**config.mk**
```make
export PLATFORM = sky130hd
export DESIGN_NAME = command_safety_limiter_unit
export DESIGN_NICKNAME = d
export VERILOG_FILES = /design/src/design/csl_pkg.sv /design/src/design/command_safety_limiter_unit.sv /design/src/design/csl_cfg_regs.sv /design/src/design/csl_check.sv
export SDC_FILE = /design/constraint.sdc
export NUM_CORES = 1
export LEC_CHECK = 0
export BUFFER_PORTS_ARGS = -buffer_cell sky130_fd_sc_hd__buf_4
export CORE_ASPECT_RATIO = 0.5
export CORE_UTILIZATION = 65
export DETAILED_ROUTE_END_ITERATION = 8
export PLACE_DENSITY = 0.9
export SYNTH_ARGS = -nofsm -noshare
export SYNTH_HDL_FRONTEND = slang
export SYNTH_SLANG_ARGS = --single-unit
```
**constraint.sdc**
```tcl
create_clock -name clk -period 9.6 [get_ports clk]
set_input_delay 0.96 -clock clk [delete_from_list [all_inputs] [get_ports clk]]
set_output_delay 0.96 -clock clk [all_outputs]
set_load 0.02 [all_outputs]
```
**src/design/csl_pkg.sv**
```systemverilog
// Shared types and constants of the command safety limiter.
`default_nettype none
package csl_pkg;

  localparam int unsigned CmdWidth  = 16;
  localparam int unsigned StepWidth = 15;
  localparam int unsigned AgeWidth  = 32;
  localparam int unsigned TimeWidth = 64;
  localparam int unsigned CfgDataWidth = 32;

  typedef enum logic [1:0] {
    OUT_PASSED   = 2'd0,
    OUT_FALLBACK = 2'd1,
    OUT_HALT     = 2'd2
  } outcome_t;

  typedef enum logic [2:0] {
    CODE_NONE    = 3'd0,
    CODE_T_RANGE = 3'd1,
    CODE_S_RANGE = 3'd2,
    CODE_STALE   = 3'd3,
    CODE_T_RATE  = 3'd4,
    CODE_S_RATE  = 3'd5
  } viol_code_t;

  typedef enum logic [2:0] {
    REG_T_LOW    = 3'd0,
    REG_T_HIGH   = 3'd1,
    REG_S_LOW    = 3'd2,
    REG_S_HIGH   = 3'd3,
    REG_T_STEP   = 3'd4,
    REG_S_STEP   = 3'd5,
    REG_MAX_AGE  = 3'd6
  } reg_index_t;

  typedef struct packed {
    logic signed [CmdWidth-1:0] t_low;
    logic signed [CmdWidth-1:0] t_high;
    logic signed [CmdWidth-1:0] s_low;
    logic signed [CmdWidth-1:0] s_high;
    logic [StepWidth-1:0]       t_step;
    logic [StepWidth-1:0]       s_step;
    logic [AgeWidth-1:0]        max_age;
  } cfg_t;

  typedef struct packed {
    logic signed [CmdWidth-1:0] throttle;
    logic signed [CmdWidth-1:0] steering;
    logic                       valid;
  } ref_state_t;

  typedef struct packed {
    outcome_t                   outcome;
    viol_code_t                 code;
    logic signed [CmdWidth-1:0] throttle;
    logic signed [CmdWidth-1:0] steering;
    logic                       update;
  } check_res_t;

endpackage
`default_nettype wire

```
**src/design/command_safety_limiter_unit.sv**
```systemverilog
// Top level of the command safety limiter: input register, checks, result register.
//
//  channel  | handshake             | payload
//  ---------+-----------------------+-------------------------------------------------
//  in       | in_valid / in_ready   | throttle_in, steering_in, command_time, current_time
//  out      | out_valid / out_ready | outcome, violation_code, throttle_out, steering_out
//  cfg      | cfg_valid / cfg_ready | cfg_index, cfg_data
//
// A command lands in the input register, where the checks run; as it advances, the
// result register loads, with the reference state unless it halts or is stale.
// One command per cycle sustained while the output is not stalled. The reference state
// update is the loop that sets the rate. Reset restores the default limits and clears
// the reference. A stall holds each full stage; cfg_ready is always high.
`default_nettype none
module command_safety_limiter_unit
  import csl_pkg::*;
(
  input  wire logic                        clk,
  input  wire logic                        rst,
  input  wire logic                        in_valid,
  output logic                             in_ready,
  input  wire logic signed [CmdWidth-1:0]  throttle_in,
  input  wire logic signed [CmdWidth-1:0]  steering_in,
  input  wire logic [TimeWidth-1:0]        command_time,
  input  wire logic [TimeWidth-1:0]        current_time,
  output logic                             out_valid,
  input  wire logic                        out_ready,
  output logic [1:0]                       outcome,
  output logic [2:0]                       violation_code,
  output logic signed [CmdWidth-1:0]       throttle_out,
  output logic signed [CmdWidth-1:0]       steering_out,
  input  wire logic                        cfg_valid,
  output logic                             cfg_ready,
  input  wire logic [2:0]                  cfg_index,
  input  wire logic [CfgDataWidth-1:0]     cfg_data
);

  cfg_t                       cfg;
  ref_state_t                 prev;
  check_res_t                 res;
  logic                       s1_valid;
  logic signed [CmdWidth-1:0] s1_throttle;
  logic signed [CmdWidth-1:0] s1_steering;
  logic [TimeWidth-1:0]       s1_cmd_time;
  logic [TimeWidth-1:0]       s1_now;
  logic                       advance;

  assign cfg_ready = 1'b1;
  assign advance   = s1_valid && (!out_valid || out_ready);
  assign in_ready  = !s1_valid || advance;

  csl_cfg_regs u_cfg (
    .clk      (clk),
    .rst      (rst),
    .wr_en    (cfg_valid && cfg_ready),
    .wr_index (cfg_index),
    .wr_data  (cfg_data),
    .cfg      (cfg)
  );

  csl_check u_check (
    .cfg      (cfg),
    .prev     (prev),
    .throttle (s1_throttle),
    .steering (s1_steering),
    .cmd_time (s1_cmd_time),
    .now      (s1_now),
    .res      (res)
  );

  always_ff @(posedge clk) begin
    if (rst) begin
      s1_valid <= 1'b0;
    end else if (in_ready) begin
      s1_valid <= in_valid;
    end
  end

  always_ff @(posedge clk) begin
    if (in_valid && in_ready) begin
      s1_throttle <= throttle_in;
      s1_steering <= steering_in;
      s1_cmd_time <= command_time;
      s1_now      <= current_time;
    end
  end

  always_ff @(posedge clk) begin
    if (rst) begin
      out_valid <= 1'b0;
    end else if (!out_valid || out_ready) begin
      out_valid <= s1_valid;
    end
  end

  always_ff @(posedge clk) begin
    if (advance) begin
      outcome        <= res.outcome;
      violation_code <= res.code;
      throttle_out   <= res.throttle;
      steering_out   <= res.steering;
    end
  end

  always_ff @(posedge clk) begin
    if (rst) begin
      prev <= '0;
    end else if (advance && res.update) begin
      prev.throttle <= res.throttle;
      prev.steering <= res.steering;
      prev.valid    <= 1'b1;
    end
  end

endmodule
`default_nettype wire

```
**src/design/csl_cfg_regs.sv**
```systemverilog
// Configuration register file of the command safety limiter.
`default_nettype none
module csl_cfg_regs
  import csl_pkg::*;
(
  input  wire logic                    clk,
  input  wire logic                    rst,
  input  wire logic                    wr_en,
  input  wire logic [2:0]              wr_index,
  input  wire logic [CfgDataWidth-1:0] wr_data,
  output cfg_t                         cfg
);

  always_ff @(posedge clk) begin
    if (rst) begin
      cfg.t_low   <= -16'sd8192;
      cfg.t_high  <= 16'sd8192;
      cfg.s_low   <= -16'sd8192;
      cfg.s_high  <= 16'sd8192;
      cfg.t_step  <= 15'd819;
      cfg.s_step  <= 15'd819;
      cfg.max_age <= 32'd200000;
    end else if (wr_en) begin
      unique case (wr_index)
        REG_T_LOW:   cfg.t_low   <= wr_data[CmdWidth-1:0];
        REG_T_HIGH:  cfg.t_high  <= wr_data[CmdWidth-1:0];
        REG_S_LOW:   cfg.s_low   <= wr_data[CmdWidth-1:0];
        REG_S_HIGH:  cfg.s_high  <= wr_data[CmdWidth-1:0];
        REG_T_STEP:  cfg.t_step  <= wr_data[StepWidth-1:0];
        REG_S_STEP:  cfg.s_step  <= wr_data[StepWidth-1:0];
        REG_MAX_AGE: cfg.max_age <= wr_data[AgeWidth-1:0];
        default: ;
      endcase
    end
  end

endmodule
`default_nettype wire

```
**src/design/csl_check.sv**
```systemverilog
// Range, staleness and rate checks with step-window clamping.
`default_nettype none
module csl_check
  import csl_pkg::*;
(
  input  wire cfg_t                         cfg,
  input  wire ref_state_t                   prev,
  input  wire logic signed [CmdWidth-1:0]   throttle,
  input  wire logic signed [CmdWidth-1:0]   steering,
  input  wire logic [TimeWidth-1:0]         cmd_time,
  input  wire logic [TimeWidth-1:0]         now,
  output check_res_t                        res
);

  logic                           t_range_bad;
  logic                           s_range_bad;
  logic                           stale;
  logic [TimeWidth-1:0]           age;
  logic signed [CmdWidth:0]       t_diff;
  logic signed [CmdWidth:0]       s_diff;
  logic [CmdWidth:0]              t_mag;
  logic [CmdWidth:0]              s_mag;
  logic                           t_rate_bad;
  logic                           s_rate_bad;
  logic signed [CmdWidth+1:0]     t_val;
  logic signed [CmdWidth+1:0]     s_val;
  logic signed [CmdWidth+1:0]     t_lo;
  logic signed [CmdWidth+1:0]     t_hi;
  logic signed [CmdWidth+1:0]     s_lo;
  logic signed [CmdWidth+1:0]     s_hi;
  logic signed [CmdWidth+1:0]     t_clamp;
  logic signed [CmdWidth+1:0]     s_clamp;

  assign t_range_bad = (throttle < cfg.t_low) || (throttle > cfg.t_high);
  assign s_range_bad = (steering < cfg.s_low) || (steering > cfg.s_high);

  assign age   = now - cmd_time;
  assign stale = (cmd_time != '0) && (now > cmd_time) &&
                 (age > {{(TimeWidth-AgeWidth){1'b0}}, cfg.max_age});

  assign t_diff = {throttle[CmdWidth-1], throttle} - {prev.throttle[CmdWidth-1], prev.throttle};
  assign s_diff = {steering[CmdWidth-1], steering} - {prev.steering[CmdWidth-1], prev.steering};
  assign t_mag  = t_diff[CmdWidth] ? 17'(-t_diff) : t_diff;
  assign s_mag  = s_diff[CmdWidth] ? 17'(-s_diff) : s_diff;
  assign t_rate_bad = t_mag >= {2'b00, cfg.t_step};
  assign s_rate_bad = s_mag >= {2'b00, cfg.s_step};

  assign t_val = {{2{throttle[CmdWidth-1]}}, throttle};
  assign s_val = {{2{steering[CmdWidth-1]}}, steering};
  assign t_lo  = {{2{prev.throttle[CmdWidth-1]}}, prev.throttle} - {3'b000, cfg.t_step};
  assign t_hi  = {{2{prev.throttle[CmdWidth-1]}}, prev.throttle} + {3'b000, cfg.t_step};
  assign s_lo  = {{2{prev.steering[CmdWidth-1]}}, prev.steering} - {3'b000, cfg.s_step};
  assign s_hi  = {{2{prev.steering[CmdWidth-1]}}, prev.steering} + {3'b000, cfg.s_step};
  assign t_clamp = (t_val < t_lo) ? t_lo : ((t_val > t_hi) ? t_hi : t_val);
  assign s_clamp = (s_val < s_lo) ? s_lo : ((s_val > s_hi) ? s_hi : s_val);

  always_comb begin
    res.outcome  = OUT_PASSED;
    res.code     = CODE_NONE;
    res.throttle = throttle;
    res.steering = steering;
    res.update   = 1'b1;
    if (t_range_bad || s_range_bad) begin
      res.outcome  = OUT_HALT;
      res.code     = t_range_bad ? CODE_T_RANGE : CODE_S_RANGE;
      res.throttle = '0;
      res.steering = '0;
      res.update   = 1'b0;
    end else if (stale) begin
      res.outcome  = OUT_FALLBACK;
      res.code     = CODE_STALE;
      res.throttle = '0;
      res.steering = '0;
      res.update   = 1'b0;
    end else if (prev.valid && (t_rate_bad || s_rate_bad)) begin
      res.outcome  = OUT_FALLBACK;
      res.code     = t_rate_bad ? CODE_T_RATE : CODE_S_RATE;
      res.throttle = t_clamp[CmdWidth-1:0];
      res.steering = s_clamp[CmdWidth-1:0];
    end
  end

endmodule
`default_nettype wire

```
==> metrics <==
initial antenna violation count 0; post-DR wirelength/cell between 20 and 25 um; Yosys Warn Count 0; n_diodes 0; Tightest Pin Transition approximately 1.1 ns; WHS Path Cells 2; met1 Usage GRT 0.523; Largest delay share family, worst path simple AND/OR/NAND/NOR gates; Cell Area, Placed 29000 um^2; post-synthesis xor/xnor area fraction 0.0453; clock tree buffer depth 3; Area Overhead vs Synth 11.7%; Reg2Reg Depth 24; met2 Use GR 0.563; GR Layer Usage met3 0.0665; Worst-Skew Late Latency 0.56 ns; Final Cycle Share 0.735; DP Cell Count 3789; Cell Area, Synth 26900 um^2; most frequent cells in the layout 379 x nand2_1, 348 x ha_1, 318 x a21oi_1; fin crit period 7.06 ns; commonest non-fill, non-tap cell in the layout nand2_1; register bit total from synthesis 358; I/O Pins 240; DR iter-0 viols roughly 3000; final setup margin 2.54 ns; Setup TNS Final 0 ns; Slew Viols, Final 0; Num CTS Buffers 34; post-synthesis adder-cell area fraction 0.167; initial core utilization 0.662; post-layout instance area 30000 um^2; Synth cell types 92; Core Area 40600 um^2; status finished, violations left; Worst Clk Skew between 0.03 and 0.04 ns; critical path required time 9.98 ns; Post-Synth Simple-Gate Area 0.167; clock root cell clkbuf_16; critical path class reg -> reg; drt first pass iters 9; Via density 6.42; # H-tree levels 2; first-pass GRT wire length 123000 um; CTS tree built; GR Overflow Total 0; Vert. Die Dim 146 um; # setup viols final 0; flop2flop setup slack 2.54 ns; num rows between 50 and 60; Worst Hold Class reg -> reg; PortBufs 238; Mapped Cells 3116; Clock transition at path regs 0.07 ns; most used routing layer met2; Final nets 3840; synthesized area per cell 8.63 um^2; RSZ-0062 raised after global routing no; Final Util 0.740; number of flops mapped to enable cells by yosys 197; Final Hold Vio Count 0; slowest stage cell on the critical path nor2_4; die area between 40000 and 50000 um^2; post-route DRC violation count 25; Routed WL 79800 um; post-detail-place hpwl between 60000 and 70000 um; crit path launch type register; Post-Place Worst Slack between 2 and 3 ns; Max IR drop VDD about 0.14 mV; hold wc startpoint u_cfg.cfg[105]$_SDFFE_PP0P_; Critical Path AT 7.44 ns; ANT nets after route 0; failing checks design-rule violations; WP depth 24; CP Cell Sequence inv_1, ha_1, o211ai_1, a21oi_1, o21ai_1, o21bai_1, a21oi_1, a21oi_1, a21oi_1, o31ai_1, xor2_1, ha_1, nand4_1, nor4_1, and3_1, a21oi_1, or4b_1, nor4_1, nand4_1, nor4b_4, a2bb2oi_4, buf_4, nor2_4, a211oi_1; overall routing resource usage 0.371; Worst slew margin 0.234; Leak 12.4 nW; CP endpoint kind register; vias in the first global route 22800; pin count of the biggest net entering global routing around 110; largest family of logic cells by synthesized area compound AO/OA/AOI/OAI gates; Cell Pwr Density 135 nW/um^2; die width between 200 and 300 um; setup bufs post-CTS 0; hold_buf cts 0; routability-driven placement congestion ratio 1.02; ratio of cells with drive above 1 in the final layout 0.108; Fmax achieved 142 MHz; Main synth FF type edfxtp_1; largest stage delay on the critical path 0.72 ns; Hold EP u_cfg.cfg[105]$_SDFFE_PP0P_; net count after synthesis ~3700; Non-Filler Instances 3850; Via Count 24700; R2R Path Start s1_cmd_time[4]$_DFFE_PP_; max cap viols 0; Seq/Total Area, Yosys 0.340; filler cell count a little under 3000; Crit path buffers/inverters 2; Worst Path Max Fanout 54; ys async rst share 0; compound-cell area share of the yosys netlist 0.213; reg2reg end prev[13]$_SDFFE_PP0P_; mux cell area share after synthesis 0.00586; Worst path most repeated cell a21oi_1; clock sink count 358; CTS resizes 0
==> flip-flops by register name, indices dropped and copies added (netlist names) <==
register / count
s1_cmd_time: 64
u_cfg.cfg: 126
throttle_out: 16
out_valid: 1
prev: 33
violation_code: 3
steering_out: 16
s1_valid: 1
s1_throttle: 16
s1_steering: 16
s1_now: 64
outcome: 2
==> worst register-to-register path: cells and delay by family (launching register included) <==
family          cells  cell delay [ns]
flops               1             0.36
compound gates     11             2.33
simple gates        8             2.93
fa+ha+maj           2             0.75
buf+inv             2             0.39
xor+xnor            1             0.12
==> worst max path at each step <==
stage                              from                  endpoint
6_report       s1_cmd_time[4]$_DFFE_PP_     prev[13]$_SDFFE_PP0P_
3_3_place_gp   s1_cmd_time[2]$_DFFE_PP_      prev[4]$_SDFFE_PP0P_
2_1_floorplan                 out_ready  s1_cmd_time[0]$_DFFE_PP_
4_1_cts        s1_cmd_time[4]$_DFFE_PP_     prev[13]$_SDFFE_PP0P_
3_5_place_dp   s1_cmd_time[4]$_DFFE_PP_      prev[4]$_SDFFE_PP0P_
5_1_grt        s1_cmd_time[3]$_DFFE_PP_     prev[15]$_SDFFE_PP0P_
==> cells in the mapped netlist (30+ instances only) <==
cell	count	area share
nor2b_1	37	0.0086
nand4_1	46	0.011
o211ai_1	53	0.015
a21o_1	70	0.020
nor3_1	45	0.0084
o21a_1	42	0.012
dfxtp_1	161	0.12
nor4_1	32	0.0074
clkbuf_1	99	0.014
a221oi_1	34	0.011
xor2_1	34	0.011
xnor2_1	105	0.034
a21oi_1	318	0.059
nand3_1	65	0.012
nand2b_1	46	0.011
edfxtp_1	197	0.22
a211oi_1	30	0.0084
o21ai_0	119	0.022
inv_1	308	0.043
nand2_1	379	0.053
ha_1	348	0.16
nor2_1	175	0.024
==> kinds of logic after synthesis <==
| family | after synthesis |
|---|---|
| compound gates | 879 |
| xor+xnor | 139 |
| fa+ha+maj | 355 |
| buf+inv | 431 |
| flops | 358 |
| mux | 15 |
| other cells | 1 |
| simple gates | 938 |
==> power by group <==
group / leakage (nW) / internal (W) / switching [W]
Sequential: 3.19 / 0.00168 / 0.0000570
Combinational: 8.69 / 0.000402 / 0.000597
Clock: 0.520 / 0.000696 / 0.000630
Total: 12.4 / 0.00278 / 0.00128
==> routing by layer <==
layer	routed length, um	part of all wire	up-vias
met4	3550	0.044	0
met3	7970	0.10	223
met2	34400	0.43	1323
met5	0	0	-
met1	33900	0.42	11600
li1	-	-	11600
==> through the flow <==
step | hold slack, ns | total power (W)
after detailed placement | 0.448 | 0.00274
after global routing | 0.472 | 0.00422
after floorplan | 0.436 | 0.00242
after CTS | 0.458 | 0.00404
after global placement | 0.442 | 0.00271
final | 0.456 | 0.00407
==> cell type report <==
| class | count | area (um^2) | area share |
|---|---|---|---|
| Timing Repair Buffer | 254 | 1910 | 0.0635 |
| Tap cell | 540 | 676 | 0.0225 |
| Clock buffer | 44 | 930 | 0.0309 |
| Clock inverter | 17 | 114 | 0.00379 |
| Inverter | 310 | 1160 | 0.0387 |
| Multi-Input combinational cell | 2327 | 16100 | 0.536 |
| Sequential cell | 358 | 9140 | 0.304 |
(Power assumes the default switching activity.)
